**src/design/jsfx_pkg.sv**
```systemverilog
// ---------------------------------------------------------------------------
// jsfx_pkg
// Shared types, character codes and helper functions for the JSON string
// field extractor.
// ---------------------------------------------------------------------------
package jsfx_pkg;

  localparam int unsigned MAX_NAME_BYTES = 8;

  // configuration register indexes
  localparam logic CFG_FIELD_NAME = 1'b0;
  localparam logic CFG_NAME_LEN   = 1'b1;

  // reset contents: "content", seven bytes
  localparam logic [63:0] FIELD_NAME_RST = 64'd32772479322582883;
  localparam logic [3:0]  NAME_LEN_RST   = 4'd7;

  // ASCII codes
  localparam logic [7:0] CHR_QUOTE  = 8'h22;
  localparam logic [7:0] CHR_BSLASH = 8'h5C;
  localparam logic [7:0] CHR_COLON  = 8'h3A;
  localparam logic [7:0] CHR_SPACE  = 8'h20;
  localparam logic [7:0] CHR_LF     = 8'h0A;
  localparam logic [7:0] CHR_CR     = 8'h0D;
  localparam logic [7:0] CHR_TAB    = 8'h09;
  localparam logic [7:0] CHR_N      = 8'h6E;
  localparam logic [7:0] CHR_R      = 8'h72;
  localparam logic [7:0] CHR_T      = 8'h74;
  localparam logic [7:0] CHR_U      = 8'h75;

  // one result beat
  typedef struct packed {
    logic       kind;
    logic [7:0] out_byte;
    logic       status;
  } res_t;

  typedef struct packed {
    logic       ok;
    logic [3:0] val;
  } hex_t;

  typedef struct packed {
    logic [1:0]      cnt;
    logic [2:0][7:0] b;   // b[0] goes out first
  } utf8_t;

  function automatic hex_t hex_value(input logic [7:0] c);
    hex_t h;
    h.ok  = 1'b1;
    h.val = '0;
    if (c >= 8'h30 && c <= 8'h39) begin
      h.val = 4'(c - 8'h30);
    end else if (c >= 8'h61 && c <= 8'h66) begin
      h.val = 4'(c - 8'h57);
    end else if (c >= 8'h41 && c <= 8'h46) begin
      h.val = 4'(c - 8'h37);
    end else begin
      h.ok = 1'b0;
    end
    return h;
  endfunction

  // UTF-8 of a 16-bit code; surrogates give nothing
  function automatic utf8_t utf8_encode(input logic [15:0] cp);
    utf8_t u;
    u = '0;
    if (cp < 16'h0080) begin
      u.cnt  = 2'd1;
      u.b[0] = cp[7:0];
    end else if (cp < 16'h0800) begin
      u.cnt  = 2'd2;
      u.b[0] = 8'hC0 | {3'b000, cp[10:6]};
      u.b[1] = 8'h80 | {2'b00, cp[5:0]};
    end else if (cp < 16'hD800 || cp > 16'hDFFF) begin
      u.cnt  = 2'd3;
      u.b[0] = 8'hE0 | {4'h0, cp[15:12]};
      u.b[1] = 8'h80 | {2'b00, cp[11:6]};
      u.b[2] = 8'h80 | {2'b00, cp[5:0]};
    end
    return u;
  endfunction

endpackage

```
**src/design/jsfx_key_window.sv**
```systemverilog
// ---------------------------------------------------------------------------
// jsfx_key_window
// Recent-byte history and quoted key compare for the field extractor.
// ---------------------------------------------------------------------------
module jsfx_key_window #(
  parameter int unsigned MAX_NAME_BYTES = jsfx_pkg::MAX_NAME_BYTES
) (
  input  logic        clk_i,
  input  logic        rst_ni,
  input  logic        shift_i,
  input  logic        clear_i,
  input  logic [7:0]  byte_i,
  input  logic [63:0] name_i,
  input  logic [3:0]  name_len_i,
  output logic        match_o
);

  localparam int unsigned Depth = MAX_NAME_BYTES + 2;
  localparam int unsigned IdxW  = $clog2(MAX_NAME_BYTES + 1);
  localparam logic [3:0]  MaxLen = 4'(MAX_NAME_BYTES);

  logic [7:0] win_q [Depth];
  logic [7:0] win_n [Depth];   // window after this byte is shifted in
  logic [MAX_NAME_BYTES:0] ok_len;
  logic [3:0] len_sat;

  always_comb begin
    win_n[0] = byte_i;
    for (int k = 1; k < Depth; k++) begin
      win_n[k] = win_q[k-1];
    end
  end

  // one candidate match per possible key length
  always_comb begin
    for (int l = 0; l <= MAX_NAME_BYTES; l++) begin
      ok_len[l] = (win_n[0] == jsfx_pkg::CHR_QUOTE) &&
                  (win_n[l+1] == jsfx_pkg::CHR_QUOTE);
      for (int k = 1; k <= l; k++) begin
        if (win_n[k] != name_i[8*(l-k) +: 8]) begin
          ok_len[l] = 1'b0;
        end
      end
    end
  end

  assign len_sat = (name_len_i > MaxLen) ? MaxLen : name_len_i;
  assign match_o = ok_len[len_sat[IdxW-1:0]];

  always_ff @(posedge clk_i or negedge rst_ni) begin
    if (!rst_ni) begin
      for (int k = 0; k < Depth; k++) begin
        win_q[k] <= '0;
      end
    end else if (clear_i) begin
      for (int k = 0; k < Depth; k++) begin
        win_q[k] <= '0;
      end
    end else if (shift_i) begin
      for (int k = 0; k < Depth; k++) begin
        win_q[k] <= win_n[k];
      end
    end
  end

endmodule

```
**src/design/json_string_field_extractor.sv**
```systemverilog
// ---------------------------------------------------------------------------
// json_string_field_extractor
// Finds a quoted key in a JSON body and streams its unescaped string value.
// ---------------------------------------------------------------------------
// Takes one body byte per beat (end_of_body_i on the final byte), finds the
// first "<field_name>" key, skips to the colon and any spaces or line feeds,
// then streams the string value one decoded byte per output beat: \n \r \t \"
// and \\ are decoded, other escapes pass the escaped byte, and \uXXXX becomes
// 1..3 bytes of UTF-8 (surrogate codes give nothing). Each body ends with
// exactly one status beat (kind_o = 1): status_o = 0 when the string closed,
// 1 when the body ended first, a non-quote followed the colon, or \u had no
// hex digit. run_end_o flags the last output beat caused by one input beat.
// Rate: one input beat per clock unless stalled. Each beat is decoded into a
// burst of 0..4 result beats held in a four-entry output buffer, which drains
// one beat per clock while out_stall_i is low; the input is taken whenever
// that buffer is empty or its last beat is leaving, so a beat with k > 1
// results holds the input until the rest have left. There is no clearing pass
// after reset. field_name / field_name_length may only be written while idle.
module json_string_field_extractor #(
  parameter int unsigned MAX_NAME_BYTES = jsfx_pkg::MAX_NAME_BYTES
) (
  input  logic        clk_i,
  input  logic        rst_ni,
  // configuration
  input  logic        cfg_we_i,
  input  logic        cfg_idx_i,
  input  logic [63:0] cfg_data_i,
  // input bytes
  input  logic        in_valid_i,
  output logic        in_stall_o,
  input  logic [7:0]  data_byte_i,
  input  logic        end_of_body_i,
  // results
  output logic        out_valid_o,
  input  logic        out_stall_i,
  output logic        kind_o,
  output logic [7:0]  out_byte_o,
  output logic        status_o,
  output logic        run_end_o
);

  // parser phases
  localparam logic [2:0] PH_SEARCH = 3'd0;
  localparam logic [2:0] PH_COLON  = 3'd1;
  localparam logic [2:0] PH_SPACE  = 3'd2;
  localparam logic [2:0] PH_STRING = 3'd3;
  localparam logic [2:0] PH_ESCAPE = 3'd4;
  localparam logic [2:0] PH_HEX    = 3'd5;
  localparam logic [2:0] PH_DONE   = 3'd6;

  localparam int unsigned NumRes = 4;

  // config registers
  logic [63:0] name_q;
  logic [3:0]  name_len_q;

  // parser state
  logic [2:0]  phase_q, phase_d;
  logic [15:0] cp_q, cp_d;
  logic [1:0]  pos_q, pos_d;     // hex byte count within \uXXXX
  logic        stop_q, stop_d;   // hex run already hit a non-hex byte

  // output burst buffer, entry 0 is on the port
  jsfx_pkg::res_t slot_q [NumRes];
  jsfx_pkg::res_t slot_d [NumRes];
  logic [2:0]     cnt_q, cnt_d;

  logic in_acc, out_acc;
  logic key_hit;

  // decoded results for the current beat
  logic [1:0]      dat_cnt;
  logic [2:0][7:0] dat;
  logic            st_en, st_val;
  jsfx_pkg::res_t  res [NumRes];
  logic [2:0]      res_cnt;

  jsfx_pkg::hex_t  hx;
  jsfx_pkg::utf8_t u8;
  logic [15:0]     cp_new;

  assign out_valid_o = (cnt_q != '0);
  assign out_acc     = out_valid_o && !out_stall_i;
  assign in_stall_o  = !((cnt_q == '0) || ((cnt_q == 3'd1) && !out_stall_i));
  assign in_acc      = in_valid_i && !in_stall_o;

  assign kind_o     = slot_q[0].kind;
  assign out_byte_o = slot_q[0].out_byte;
  assign status_o   = slot_q[0].status;
  assign run_end_o  = (cnt_q == 3'd1);

  jsfx_key_window #(
    .MAX_NAME_BYTES(MAX_NAME_BYTES)
  ) u_key_window (
    .clk_i      (clk_i),
    .rst_ni     (rst_ni),
    .shift_i    (in_acc && (phase_q == PH_SEARCH)),
    .clear_i    (in_acc && end_of_body_i),
    .byte_i     (data_byte_i),
    .name_i     (name_q),
    .name_len_i (name_len_q),
    .match_o    (key_hit)
  );

  // hex accumulate and UTF-8 of the updated code
  assign hx     = jsfx_pkg::hex_value(data_byte_i);
  assign cp_new = (!stop_q && hx.ok) ? {cp_q[11:0], hx.val} : cp_q;
  assign u8     = jsfx_pkg::utf8_encode(cp_new);

  // per-beat parse step
  always_comb begin
    phase_d = phase_q;
    cp_d    = cp_q;
    pos_d   = pos_q;
    stop_d  = stop_q;
    dat_cnt = '0;
    dat     = '0;
    st_en   = 1'b0;
    st_val  = 1'b0;

    case (phase_q)
      PH_SEARCH: begin
        if (key_hit) begin
          phase_d = PH_COLON;
        end
      end
      PH_COLON: begin
        if (data_byte_i == jsfx_pkg::CHR_COLON) begin
          phase_d = PH_SPACE;
        end
      end
      PH_SPACE: begin
        if (data_byte_i == jsfx_pkg::CHR_QUOTE) begin
          phase_d = PH_STRING;
        end else if (data_byte_i != jsfx_pkg::CHR_SPACE &&
                     data_byte_i != jsfx_pkg::CHR_LF) begin
          st_en   = 1'b1;
          st_val  = 1'b1;
          phase_d = PH_DONE;
        end
      end
      PH_STRING: begin
        if (data_byte_i == jsfx_pkg::CHR_QUOTE) begin
          st_en   = 1'b1;
          phase_d = PH_DONE;
        end else if (data_byte_i == jsfx_pkg::CHR_BSLASH) begin
          phase_d = PH_ESCAPE;
        end else begin
          dat_cnt = 2'd1;
          dat[0]  = data_byte_i;
        end
      end
      PH_ESCAPE: begin
        phase_d = PH_STRING;
        dat_cnt = 2'd1;
        case (data_byte_i)
          jsfx_pkg::CHR_N: dat[0] = jsfx_pkg::CHR_LF;
          jsfx_pkg::CHR_R: dat[0] = jsfx_pkg::CHR_CR;
          jsfx_pkg::CHR_T: dat[0] = jsfx_pkg::CHR_TAB;
          jsfx_pkg::CHR_U: begin
            dat_cnt = '0;
            phase_d = PH_HEX;
            cp_d    = '0;
            pos_d   = '0;
            stop_d  = 1'b0;
          end
          default: dat[0] = data_byte_i;
        endcase
      end
      PH_HEX: begin
        cp_d   = cp_new;
        stop_d = stop_q || !hx.ok;
        if ((pos_q == '0) && !hx.ok) begin
          // no hex digit at all after \u
          st_en   = 1'b1;
          st_val  = 1'b1;
          phase_d = PH_DONE;
        end else begin
          pos_d = pos_q + 2'd1;
          if (pos_q == 2'd3) begin
            dat_cnt = u8.cnt;
            dat     = u8.b;
            phase_d = PH_STRING;
          end
        end
      end
      PH_DONE: begin
        // rest of the body is ignored
      end
      default: begin
        phase_d = PH_SEARCH;
      end
    endcase

    // end of body: status if none yet, then start over
    if (end_of_body_i) begin
      if (phase_d != PH_DONE) begin
        st_en  = 1'b1;
        st_val = 1'b1;
      end
      phase_d = PH_SEARCH;
      pos_d   = '0;
    end
  end

  // pack data bytes then the optional status into burst order
  always_comb begin
    for (int i = 0; i < NumRes; i++) begin
      res[i] = '0;
      if (i < 32'(dat_cnt)) begin
        res[i].out_byte = dat[i];
      end else if ((i == 32'(dat_cnt)) && st_en) begin
        res[i].kind   = 1'b1;
        res[i].status = st_val;
      end
    end
    res_cnt = {1'b0, dat_cnt} + {2'b00, st_en};
  end

  // output buffer: load a fresh burst or shift one beat out
  always_comb begin
    cnt_d = cnt_q;
    for (int i = 0; i < NumRes; i++) begin
      slot_d[i] = slot_q[i];
    end
    if (in_acc) begin
      cnt_d = res_cnt;
      for (int i = 0; i < NumRes; i++) begin
        slot_d[i] = res[i];
      end
    end else if (out_acc) begin
      cnt_d = cnt_q - 3'd1;
      for (int i = 0; i < NumRes - 1; i++) begin
        slot_d[i] = slot_q[i+1];
      end
    end
  end

  always_ff @(posedge clk_i or negedge rst_ni) begin
    if (!rst_ni) begin
      name_q     <= jsfx_pkg::FIELD_NAME_RST;
      name_len_q <= jsfx_pkg::NAME_LEN_RST;
    end else if (cfg_we_i) begin
      if (cfg_idx_i == jsfx_pkg::CFG_FIELD_NAME) begin
        name_q <= cfg_data_i;
      end else begin
        name_len_q <= cfg_data_i[3:0];
      end
    end
  end

  always_ff @(posedge clk_i or negedge rst_ni) begin
    if (!rst_ni) begin
      phase_q <= PH_SEARCH;
      cp_q    <= '0;
      pos_q   <= '0;
      stop_q  <= 1'b0;
      cnt_q   <= '0;
    end else begin
      cnt_q <= cnt_d;
      if (in_acc) begin
        phase_q <= phase_d;
        cp_q    <= cp_d;
        pos_q   <= pos_d;
        stop_q  <= stop_d;
      end
    end
  end

  always_ff @(posedge clk_i) begin
    for (int i = 0; i < NumRes; i++) begin
      slot_q[i] <= slot_d[i];
    end
  end

`ifndef SYNTHESIS
  // a status beat always closes its burst
  a_status_last: assert property (@(posedge clk_i) disable iff (!rst_ni)
    (out_valid_o && kind_o) |-> run_end_o)
    else $error("status beat is not the last of its burst");

  // the last byte of a body always rearms the key search
  a_body_rearm: assert property (@(posedge clk_i) disable iff (!rst_ni)
    (in_acc && end_of_body_i) |=> (phase_q == PH_SEARCH))
    else $error("parser not back in search after end of body");

  // hex position only moves inside a \u escape
  a_hex_pos: assert property (@(posedge clk_i) disable iff (!rst_ni)
    (phase_q != PH_HEX) |-> (pos_q == '0))
    else $error("hex position set outside of a \\u escape");

  // burst buffer never holds more than one beat's worth of results
  a_cnt_range: assert property (@(posedge clk_i) disable iff (!rst_ni)
    cnt_q <= 3'(NumRes))
    else $error("result buffer count out of range");
`endif

endmodule
```
**config.mk**
```make
export PLATFORM = sky130hd
export DESIGN_NAME = json_string_field_extractor
export DESIGN_NICKNAME = d
export VERILOG_FILES = /design/src/design/jsfx_pkg.sv /design/src/design/jsfx_key_window.sv /design/src/design/json_string_field_extractor.sv
export SDC_FILE = /design/constraint.sdc
export NUM_CORES = 1
export LEC_CHECK = 0
export ABC_CLOCK_PERIOD_IN_PS = 2950
export BUFFER_PORTS_ARGS = -buffer_cell sky130_fd_sc_hd__buf_2
export CAP_MARGIN = 20
export CORE_MARGIN = 2
export CORE_UTILIZATION = 56
export DETAILED_ROUTE_END_ITERATION = 7
export PLACE_DENSITY = 0.89
export SLEW_MARGIN = 10
export SYNTH_ARGS = -nofsm -noshare
export SYNTH_HDL_FRONTEND = slang
export SYNTH_SLANG_ARGS = --single-unit
```
**constraint.sdc**
```tcl
create_clock -name clk_i -period 2.95 [get_ports clk_i]
set_clock_uncertainty 0.1 [all_clocks]
set_input_delay 0.7375 -clock clk_i [delete_from_list [all_inputs] [get_ports clk_i]]
set_output_delay 0.7375 -clock clk_i [all_outputs]
set_load 0.005 [all_outputs]
```
-- Word level (Yosys, flattened, before mapping)
Memory sizes are Yosys's and may differ from the RTL's.
Cells that the tools add are included.
- register bits after elaboration: 165
- RAM bits: 40
- memories: 1
- output and inout bits: 13
- reduce and logical (&&, ||, !) cells: 44
- muxes and demuxes: 121
- add/sub/neg operators: 6
- order comparisons: 15
- bitwise logic cells: 1
- equal/unequal tests: 69
- memories (memory ; depth ; bits a word ; rd ports ; clocked after memory_dff ; wr ports ; RTL line ; source):
    slot_q ; 4 ; 10 ; 4 ; 0 ; 4 ; json_string_field_extractor.sv:64 ; jsfx_pkg::res_t slot_q [NumRes];
- operator list (kind ; number):
    != test 8 bit ; 36
    2-to-1 mux 80 bit ; 2
    equality test 8 x 6 -> 1 bit (second input constant) ; 11
    2-to-1 mux 16 bit ; 5
    2-to-1 mux 26 bit ; 3
    2-to-1 mux 1 bit ; 66
    2-to-1 mux 30 bit ; 2
    2-to-1 mux 8 bit ; 7
    2-to-1 mux 24 bit ; 2
    equality test 8 x 7 -> 1 bit (second input constant) ; 5
    2-to-1 mux 3 bit ; 12
    one-hot mux 16 bit (2 select lines) ; 1
    one-hot mux 8 bit (4 select lines) ; 1
    logical AND 1 bit ; 24
    one-hot mux 8 bit (3 select lines) ; 1
    one-hot mux 3 bit (7 select lines) ; 1
    greater-or-equal comparator 8 x 7 -> 1 bit (second input constant) ; 2
    > comparator 16 bit (second input constant) ; 1
    <= comparator 8 x 7 -> 1 bit (second input constant) ; 2
    less-than comparator 16 x 12 -> 1 bit (second input constant) ; 1
    less-than comparator 16 bit (second input constant) ; 1
    less-than comparator 16 x 8 -> 1 bit (second input constant) ; 1
    2-to-1 mux 4 bit ; 4
    2-to-1 mux 2 bit ; 7
    37 further kinds ; 58

-- Logic depth before layout (Yosys ltp)
Gate-level depths: netlist of the first run.
- word-level depth: 22
- depth in mapped cells: 15
- depth with buffers taken out: 14

-- Modules after synthesis
From an unflattened synthesis of the first run, not the netlist that was laid out.
- cell total of the unflattened synthesis: 1288
- area total of the unflattened synthesis: 13100.1 µm²
- modules (own cells, without submodules) (module ; cells an instance ; seq. area each (µm²) ; area an instance (µm²) ; times used):
    jsfx_key_window ; 751 ; 1801.7 ; 6844.1 ; 1
    json_string_field_extractor ; 537 ; 3271.9 ; 6256.0 ; 1

-- Worst setup path after synthesis of the first run
OpenSTA, ideal clock, no wires.
- path kind: input port to flip-flop
- start point: input data_byte_i[1]
- end point: register cnt_q[1]
- required time: 2638 ps
- stages on the path: 14
- path slack: -573 ps
- arrival time: 3210 ps
- cells stage by stage: inv_1 > ha_1 > o21bai_1 > a211o_1 > buf_2 > nand2_1 > mux2i_1 > nand4b_1 > a21oi_1 > inv_1 > ha_1 > ha_1 > o211ai_1 > o21ai_0
- longest elaborated chain between the ends: 19
- RTL lines (element ; RTL line ; source):
    start: declaration ; json_string_field_extractor.sv:31 ; input logic [7:0] data_byte_i,
    greater-or-equal comparator 8 x 7 -> 1 bit (tied with other cells) ; jsfx_pkg.sv:56 ; end else if (c >= 8'h41 && c <= 8'h46) begin
    logical AND 1 bit (on tied branches) ; jsfx_pkg.sv:56, jsfx_key_window.sv:37 ;
    2-to-1 mux 1 bit (on tied branches) ; jsfx_pkg.sv:56, jsfx_key_window.sv:40 ;
    2-to-1 mux 1 bit (on tied branches) ; jsfx_pkg.sv:54, jsfx_key_window.sv:40 ;
    2-to-1 mux 1 bit (on tied branches) ; jsfx_pkg.sv:52, jsfx_key_window.sv:40 ;
    logical AND 1 bit or 2-to-1 mux 1 bit (tied branches) ; json_string_field_extractor.sv:107, jsfx_key_window.sv:40 ;
    2-to-1 mux 16 bit or 2-to-1 mux 1 bit (tied branches) ; json_string_field_extractor.sv:107, jsfx_key_window.sv:40 ;
    less-than comparator 16 bit (tied with other cells) ; jsfx_pkg.sv:75 ; end else if (cp < 16'hD800 || cp > 16'hDFFF) begin
    [... 3 more ...] ; -- ;
    2-to-1 mux 26 bit or 2-to-1 mux 1 bit (tied branches) ; jsfx_pkg.sv:68, jsfx_key_window.sv:48 ;
    2-to-1 mux 2 bit or 2-to-1 mux 3 bit (tied branches) ; jsfx_pkg.sv:71, json_string_field_extractor.sv:123 ;
    2-to-1 mux 2 bit or one-hot mux 3 bit (7 select lines) (tied branches) ; jsfx_pkg.sv:68, json_string_field_extractor.sv:121 ;
    2-to-1 mux 2 bit or != test 3 bit (tied branches) ; json_string_field_extractor.sv:180, json_string_field_extractor.sv:197 ;
    2-to-1 mux 2 bit or 2-to-1 mux 1 bit (tied branches) ; json_string_field_extractor.sv:173, json_string_field_extractor.sv:197 ;
    one-hot mux 2 bit (3 select lines) or 2-to-1 mux 1 bit (tied branches) ; json_string_field_extractor.sv:121, json_string_field_extractor.sv:196 ;
    adder 2 x 1 -> 3 bit (*) ; json_string_field_extractor.sv:217 ; res_cnt = {1'b0, dat_cnt} + {2'b00, st_en};
    2-to-1 mux 3 bit (*) ; json_string_field_extractor.sv:226 ; if (in_acc) begin
    end signal: assignment ; json_string_field_extractor.sv:260 ; cnt_q <= cnt_d;
    end: declaration ; json_string_field_extractor.sv:66 ; logic [2:0] cnt_q, cnt_d;
Every way passes the cells marked *; elsewhere a longest branch is shown, timed or not. The select of a mux whose other input is x is not followed.
A chain may end at the register's enable or synchronous reset.

-- Worst setup path after layout of the first run
Ends and elaborated chain as after synthesis.

==> summary.md, run 1 <==
| Metric | Value |
|---|---|
| Status | `finished with violations` |
| Violated checks | `setup timing` |
| Flop pwr share | `0.420` |
| Primary FF master, synth | `dfrtp_1` |
| Mux cell area share after synthesis | `0.05999` |
| Power share of the clock group | `0.228` |
| Global-route wire length before repair | `72970 um` |
| Int Pwr | `0.006473 W` |
| GR Util All Layers | `0.4143` |
| Worst EP required | `3.19 ns` |
| PnR worst setup slack | `-0.06290 ns` |
| EDFF count, synth | `30` |
| Row count | `54` |
| Post-Synth XOR/XNOR Area | `0.1830` |
| Final count of hold timing violations | `0` |
| Clock sinks | `195` |
| PwrDens | `730.8 nW/um^2` |
| Combinational family with the most area after synthesis | `XOR/XNOR gates` |
| Hold_buf cts | `0` |
| Synthesized instance count | `1293` |
| Crit path DAT | `3.25 ns` |
| Worst path bufs/invs | `4` |
| Fillers | `1725` |
| Leakage | `6.045 nW` |
| Fin area | `15160 um^2` |
| Avg Inst Size Synth | `9.774 um^2` |
| Core area | `21960 um^2` |
| Hpwl dp | `36400 um` |
| Synth Area in Compound Gates | `0.1383` |
| Drt first-iter violations | `1750` |
| Cts bufs inserted | `17` |
| Final Total Pwr | `0.01108 W` |
| Max clock buf depth | `2` |
| ANT cells | `0` |
| Logic pwr share | `0.353` |
| Min Tclk post-route | `3.013 ns` |
| Post-synthesis adder-cell area fraction | `0.01188` |
| Worst setup EP type | `register` |
| Simple-gate share of the synthesized area | `0.1480` |
| Worst setup SP type | `primary input` |
| Placed cell count | `1691` |
| Final #Nets | `1532` |
| Most used cell, CP | `ha_4` |
| Pre-CTS setup slack | `-0.5873 ns` |
| Ports | `92` |
| Clk_lat worst skew | `0.46 ns` |
| Slowest stage delay, CP | `0.35 ns` |
| P&R area growth vs syn | `19.96%` |
| Worst VDD drop | `0.4997 mV` |
| Setup CP Type | `primary input to register` |
| Largest net degree at the start of global routing | `73` |
| Synth Warn # | `0` |
| Fin crit share | `1.021` |
| Reg clk slew, reported paths | `0.09 ns` |
| Worst slew pin tran | `0.7720 ns` |
| Vias per inst | `6.741` |
| Detail Route Antenna Nets | `0` |
| Max-cap violations | `0` |
| CTS tree | `done` |
| DRT Pass-1 Iters | `7` |
| Post-Syn Nets | `1384` |
| Crit path max fanout | `4` |
| Routed via count | `11.69k` |
| Root buf cell | `clkbuf_16` |
| HP Class | `primary input to async pin` |
| Fmax | `331.9 MHz` |
| Final max-slew violation count | `0` |
| Post-synth cell types | `81` |
| Worst r2r src | `u_key_window.win_n[70]` |
| CP max stage cell | `a211oi_2` |
| Total die area | `23790 um^2` |
| DIE WIDTH | `154.2 um` |
| Synthesized area | `12640 um^2` |
| RSZ-0062 raised after global routing | `true` |
| Cell family with most CP delay | `compound AO/OA/AOI/OAI gates` |
| Commonest non-fill, non-tap cell in the layout | `xnor2_1` |
| Die H | `154.2 um` |
| H-Tree Level Count | `4` |
| Sw Share | `0.4158` |
| TNS Setup | `-0.06463 ns` |
| P_sw | `0.004606 W` |
| Global placement routability congestion | `1.119` |
| Share of cells above drive strength 1 | `0.3074` |
| Routed wire length | `48930 um` |
| Asr flop ratio synth | `0.8462` |
| Commonest cells after routing, fill and taps aside | `226 x xnor2_1, 169 x buf_4, 130 x dfrtp_1` |
| I/O Buffers | `91` |
| Number of global-route vias before repair | `11.37k` |
| Sequential area share after synthesis | `0.4014` |
| CP startpoint | `data_byte_i[1]` |
| Worst slew margin | `0.4853` |
| WL per Instance | `28.22 um` |
| # DRC | `0` |
| Worst path cell trace | `buf_8, inv_12, ha_4, buf_4, o21bai_2, a211oi_2, nor2_1, a31oi_1, nand4b_1, a21oi_2, inv_2, ha_4, ha_4, o211ai_1, o21ai_1` |
| Final non-filler cell total | `1734` |
| Placed inst area | `14350 um^2` |
| Register bit total from synthesis | `195` |
| Congestion Overflow GR | `0` |
| Initial antenna violation count | `1` |
| Final setup vio count | `2` |
| Initial core utilization | `0.5756` |
## power by group through the flow
stage	Combinational [W]	Sequential (W)	Clock, W
6_report	0.00391	0.00465	0.00252
5_1_grt	0.00418	0.00462	0.00263
4_1_cts	0.00378	0.00453	0.00253
3_5_place_dp	0.00375	0.00457	0
3_3_place_gp	0.00369	0.00457	0
2_1_floorplan	0.00305	0.00361	0
## cell type report
cell class,instances,area (um^2),area share
Timing Repair Buffer,267,1887,0.1245
Clock buffer,18,450.4,0.02971
Sequential cell,195,5074,0.3347
Tap cell,280,350.3,0.02311
Inverter,45,191.4,0.01263
Clock inverter,14,191.4,0.01263
Multi-Input combinational cell,915,7017,0.4628
## state kept, by name, indices dropped and copies added, names as in the netlist
name,flops
stop_q,1
cp_q,16
name_len_q,4
phase_q,3
name_q,64
pos_q,2
cnt_q,3
u_key_window.win_n,72
slot_q,30
## worst register-to-register path, cell delays in order, from the launching register on
cell       delay (ns)
dfrtp_1          0.83
xor2_1           0.14
nor4_1           0.51
nand3_1          0.13
o31a_1           0.25
a2111oi_0        0.53
a211oi_1         0.14
o21ai_0          0.17
## timing repair
action                     CTS  global route
pin swaps                    7            13
setup buffers                4             7
resized for setup            7            13
hold endpoints to repair     0             0
setup endpoints to repair   11            20
## cells in the mapped netlist (4+ instances only)
cell       number  area share
a2111oi_0       4      0.0028
a211oi_1        6      0.0036
a21o_1          5      0.0030
a21oi_1        29       0.011
a22o_1         71       0.049
a31oi_1         7      0.0035
and3_1          6      0.0030
buf_1          29      0.0086
buf_6           4      0.0036
clkbuf_1      100       0.030
dfrtp_1       130        0.26
dfstp_2        35       0.073
edfxtp_1       30       0.071
ha_1           12       0.012
inv_1          44       0.013
mux2_2         62       0.055
mux2i_1         6      0.0048
nand2_1        80       0.024
nand2b_1       10      0.0050
nand3_1        29       0.011
nand4_1        69       0.034
nand4b_1        5      0.0035
nor2_1         27      0.0080
nor2_2          6      0.0030
nor2b_1        10      0.0050
nor3_1         16      0.0063
nor4_1         30       0.015
nor4b_1        15       0.010
o2111ai_1       4      0.0028
o211ai_1        7      0.0042
o21ai_0        54       0.021
o22ai_1        12      0.0059
o2bb2ai_1       4      0.0028
or3_1           4      0.0020
xnor2_1       226        0.16
xor2_1         38       0.026
## cells by family after synthesis
kind of cell,count (synthesis)
AO/OA/AOI/OAI,241
XOR/XNOR,264
adder cells (fa/ha/maj),12
buffers and inverters,183
flip-flops,195
multiplexers,68
AND/OR/NAND/NOR,330
## through the flow
| stage | hold WS, ns | util |
|---|---|---|
| 2_1_floorplan | 0.3419 | - |
| 3_3_place_gp | 0.3835 | 0.6535 |
| 3_5_place_dp | 0.3964 | 0.6535 |
| 4_1_cts | 0.1383 | 0.6854 |
| 5_1_grt | 0.1540 | 0.6904 |
| 6_report | 0.1304 | 0.6904 |
## layer usage
metal,share of wire,GRT usage,up-vias
li1,-,-,4875
met1,0.39,0.5777,5695
met2,0.42,0.5921,922
met3,0.14,0.1294,197
met4,0.051,0.1883,0
met5,0,0,-
## final timing paths
check	to	slack, ns	cells past startpoint
min in group clk_i	name_q[24]	0.38	3
max in group asynchronous	name_q[6]	1.91	2
hold / removal	u_key_window.win_n[39]	0.13	1
hold reg to reg	u_key_window.win_n[3]	0.42	1
setup / recovery	cnt_q[1]	-0.06	15
setup reg to reg	phase_q[0]	0.05	7
(Power assumes the default switching activity.)
==> inputs of run 2 (changes only) <==
- SKIP_CTS_REPAIR_TIMING: default -> 1
- SYNTH_HIERARCHICAL: default -> 1
==> summary.md, run 2 <==
| Metric | Value |
|---|---|
| Status | `finished with violations (unchanged)` |
| Violated checks | `setup timing (unchanged)` |
| Worst EP required | `3.17 ns (was 3.19 ns)` |
| Avg Inst Size Synth | `10.17 um^2 (was 9.774 um^2)` |
| Die H | `156.9 um (was 154.2 um)` |
| Initial core utilization | `0.5751 (was 0.5756)` |
| Min Tclk post-route | `2.973 ns (was 3.013 ns)` |
| Synth Warn # | `6 (was 0)` |
| Max-cap violations | `0 (unchanged)` |
| Crit path DAT | `3.19 ns (was 3.25 ns)` |
| Root buf cell | `clkbuf_16 (unchanged)` |
| Share of cells above drive strength 1 | `0.3106 (was 0.3074)` |
| EDFF count, synth | `30 (unchanged)` |
| Top post-synthesis cells by area | `dfrtp_1 25%, xnor2_1 11%, xor2_1 7.6% (was dfrtp_1 26%, xnor2_1 16%, dfstp_2 7.3%)` |
| Synthesized area | `13100 um^2 (was 12640 um^2)` |
| DIE WIDTH | `156.9 um (was 154.2 um)` |
| Worst setup EP type | `register (unchanged)` |
| Routed via count | `11.38k (was 11.69k)` |
| Final #Nets | `1542 (was 1532)` |
| Max reg flops | `72 (unchanged)` |
| Worst path cell trace | `buf_12, clkinv_8, ha_4, or3b_4, a31oi_4, o211ai_1, o211a_2, a2111oi_4, inv_2, ha_4, ha_4, o211ai_1, o21ai_1 (was buf_8, inv_12, ha_4, buf_4, o21bai_2, a211oi_2, nor2_1, a31oi_1, nand4b_1, a21oi_2, inv_2, ha_4, ha_4, o211ai_1, o21ai_1)` |
| Primary FF master, synth | `dfrtp_1 (unchanged)` |
| WL per Instance | `25.40 um (was 28.22 um)` |
| Post-synth cell types | `88 (was 81)` |
| PnR worst setup slack | `-0.02305 ns (was -0.06290 ns)` |
| Initial antenna violation count | `1 (unchanged)` |
| PwrDens | `808.8 nW/um^2 (was 730.8 nW/um^2)` |
| Worst setup SP type | `primary input (unchanged)` |
| Commonest cells after routing, fill and taps aside | `176 x buf_4, 167 x xnor2_1, 130 x dfrtp_1 (was 226 x xnor2_1, 169 x buf_4, 130 x dfrtp_1)` |
| Leakage | `6.523 nW (was 6.045 nW)` |
| Most used cell, CP | `ha_4 (unchanged)` |
| Setup CP Type | `primary input to register (unchanged)` |
| Sequential area share after synthesis | `0.3873 (was 0.4014)` |
| Register bit total from synthesis | `195 (unchanged)` |
| Fin area | `15430 um^2 (was 15160 um^2)` |
| P&R area growth vs syn | `17.78% (was 19.96%)` |
| Final count of hold timing violations | `0 (unchanged)` |
| Worst slew pin tran | `0.7564 ns (was 0.7720 ns)` |
| Hpwl dp | `33720 um (was 36400 um)` |
| Yosys top cell area share | `0.2483 (was 0.2574)` |
| Cell family with most CP delay | `compound AO/OA/AOI/OAI gates (unchanged)` |
| Final max-slew violation count | `0 (unchanged)` |
| Routed wire length | `45190 um (was 48930 um)` |
| Worst path bufs/invs | `3 (was 4)` |
| # DRC | `0 (unchanged)` |
| Commonest cells in the netlist | `167 x xnor2_1, 130 x dfrtp_1, 113 x xor2_1 (was 226 x xnor2_1, 130 x dfrtp_1, 100 x clkbuf_1)` |
| HP Class | `primary input to async pin (unchanged)` |
| Drt first-iter violations | `1450 (was 1750)` |
| Detail Route Antenna Nets | `0 (unchanged)` |
| Worst VDD drop | `0.4529 mV (was 0.4997 mV)` |
| Max clock buf depth | `2 (unchanged)` |
| Clock sinks | `195 (unchanged)` |
| DRT Pass-1 Iters | `6 (was 7)` |
| Commonest non-fill, non-tap cell in the layout | `buf_4 (was xnor2_1)` |
| Core area | `22780 um^2 (was 21960 um^2)` |
| GR Util All Layers | `0.3757 (was 0.4143)` |
| Crit path max fanout | `5 (was 4)` |
| Synthesized instance count | `1288 (was 1293)` |
| RSZ-0062 raised after global routing | `true (unchanged)` |
| Fin crit share | `1.008 (was 1.021)` |
| Largest net degree at the start of global routing | `67 (was 73)` |
| Placed inst area | `14730 um^2 (was 14350 um^2)` |
| Number of global-route vias before repair | `11.38k (was 11.37k)` |
| CTS tree | `done (unchanged)` |
| Fmax | `336.4 MHz (was 331.9 MHz)` |
| Total die area | `24630 um^2 (was 23790 um^2)` |
| Post-Syn Nets | `1378 (was 1384)` |
| H-Tree Level Count | `4 (unchanged)` |
| Ports | `92 (unchanged)` |
| Slowest stage delay, CP | `0.40 ns (was 0.35 ns)` |
| Post-layout util | `0.6774 (was 0.6904)` |
| Global placement routability congestion | `1.069 (was 1.119)` |
| Cts bufs inserted | `17 (unchanged)` |
| Worst slew margin | `0.4958 (was 0.4853)` |
| Yosys top cell by area | `dfrtp_1 (unchanged)` |
| I/O Buffers | `91 (unchanged)` |
| Congestion Overflow GR | `0 (unchanged)` |
| Final setup vio count | `2 (unchanged)` |
| Reg clk slew, reported paths | `0.08 ns (was 0.09 ns)` |
| Vias per inst | `6.396 (was 6.741)` |
| Clk_lat worst skew | `0.45 ns (was 0.46 ns)` |
| Most common cell in the netlist | `xnor2_1 (unchanged)` |
| Global-route wire length before repair | `68630 um (was 72970 um)` |
| CP max stage cell | `or3b_4 (was a211oi_2)` |
| Row count | `55 (was 54)` |
| Asr flop ratio synth | `0.8462 (unchanged)` |
## run 2: cell types whose count changed after synthesis, moves of 30 or more
cell      delta
mux2i_1     +76
o21ai_0     -38
xor2_1      +75
nand2_1     -42
nor2_1      +71
clkbuf_1    -30
a22o_1      -55
xnor2_1     -59
## run 2: worst paths after layout
| check | startpoint | to | slack, ns | cells past startpoint |
|---|---|---|---|---|
| min in group clk_i | cfg_data_i[60] | name_q[60] | 0.42 | 2 |
| worst min-delay path | rst_ni | name_q[36] | 0.17 | 1 |
| worst min register to register | slot_q[2][0] | slot_q[1][0] | 0.43 | 1 |
| worst max register to register | u_key_window/win_n[62] | phase_q[0] | 0.07 | 11 |
| worst max-delay path | data_byte_i[0] | cnt_q[1] | -0.02 | 13 |
| max in group asynchronous | rst_ni | name_len_q[2] | 1.78 | 2 |
## run 2: logic make-up after synthesis
kind of cell	share of synthesized area
AO/OA/AOI/OAI	0.08434
XOR/XNOR	0.1872
adder cells (fa/ha/maj)	0.01051
buffers and inverters	0.05988
flip-flops	0.3873
multiplexers	0.1230
AND/OR/NAND/NOR	0.1478
## run 2: power breakdown
group	switching [W]	leakage (nW)	internal [W]
clock network	0.00118	0.288	0.00118
logic	0.00301	3.85	0.00252
registers	0.00112	2.38	0.00347
total	0.00530	6.52	0.00718
## run 2: area by class of cell
cell class	instances	area (um^2)
repair buffers	272	1904
fillers	1733	7348
well taps	313	391.6
clock inverters	12	137.6
clock buffers	20	457.9
multi-input cells	936	7330
diodes	1	2.502
inverters	30	132.6
flip-flops and latches	195	5074
## run 2: worst reg2reg max path, cell delays in order, from the launching register on
cell and delay [ns]:
dfrtp_1 0.84, xor2_1 0.15, nor4_1 0.31, nand4_1 0.16, nor4_1 0.43, buf_4 0.18
nor3_1 0.04, o21ai_1 0.18, nor2_1 0.07, nand2_1 0.07, o311ai_0 0.12, o22ai_1 0.15
## run 2: through the flow
| stage | setup WS, ns | cells | setup TNS [ns] | total power, W | hold WS [ns] |
|---|---|---|---|---|---|
| final | -0.02305 | 1779 | -0.02790 | 0.01248 | 0.1690 |
| after CTS | -0.03836 | 1772 | -0.03836 | 0.01219 | 0.1920 |
| after global placement | -0.3005 | 1740 | -5.486 | 0.009666 | 0.3958 |
| after detailed placement | -0.4987 | 1740 | -8.662 | 0.009803 | 0.4099 |
| after global routing | -0.1439 | 1779 | -0.2253 | 0.01292 | 0.2186 |
| after floorplan | -0.2406 | 1288 | -0.3660 | 0.007895 | 0.3419 |
## run 2: per-layer routing
| layer | share of wire | up-vias | global-route usage |
|---|---|---|---|
| met5 | 0 | - | 0 |
| met4 | 0.042 | 0 | 0.1498 |
| met3 | 0.13 | 177 | 0.1211 |
| met2 | 0.43 | 812 | 0.5543 |
| met1 | 0.40 | 5551 | 0.5126 |
| li1 | - | 4839 | - |
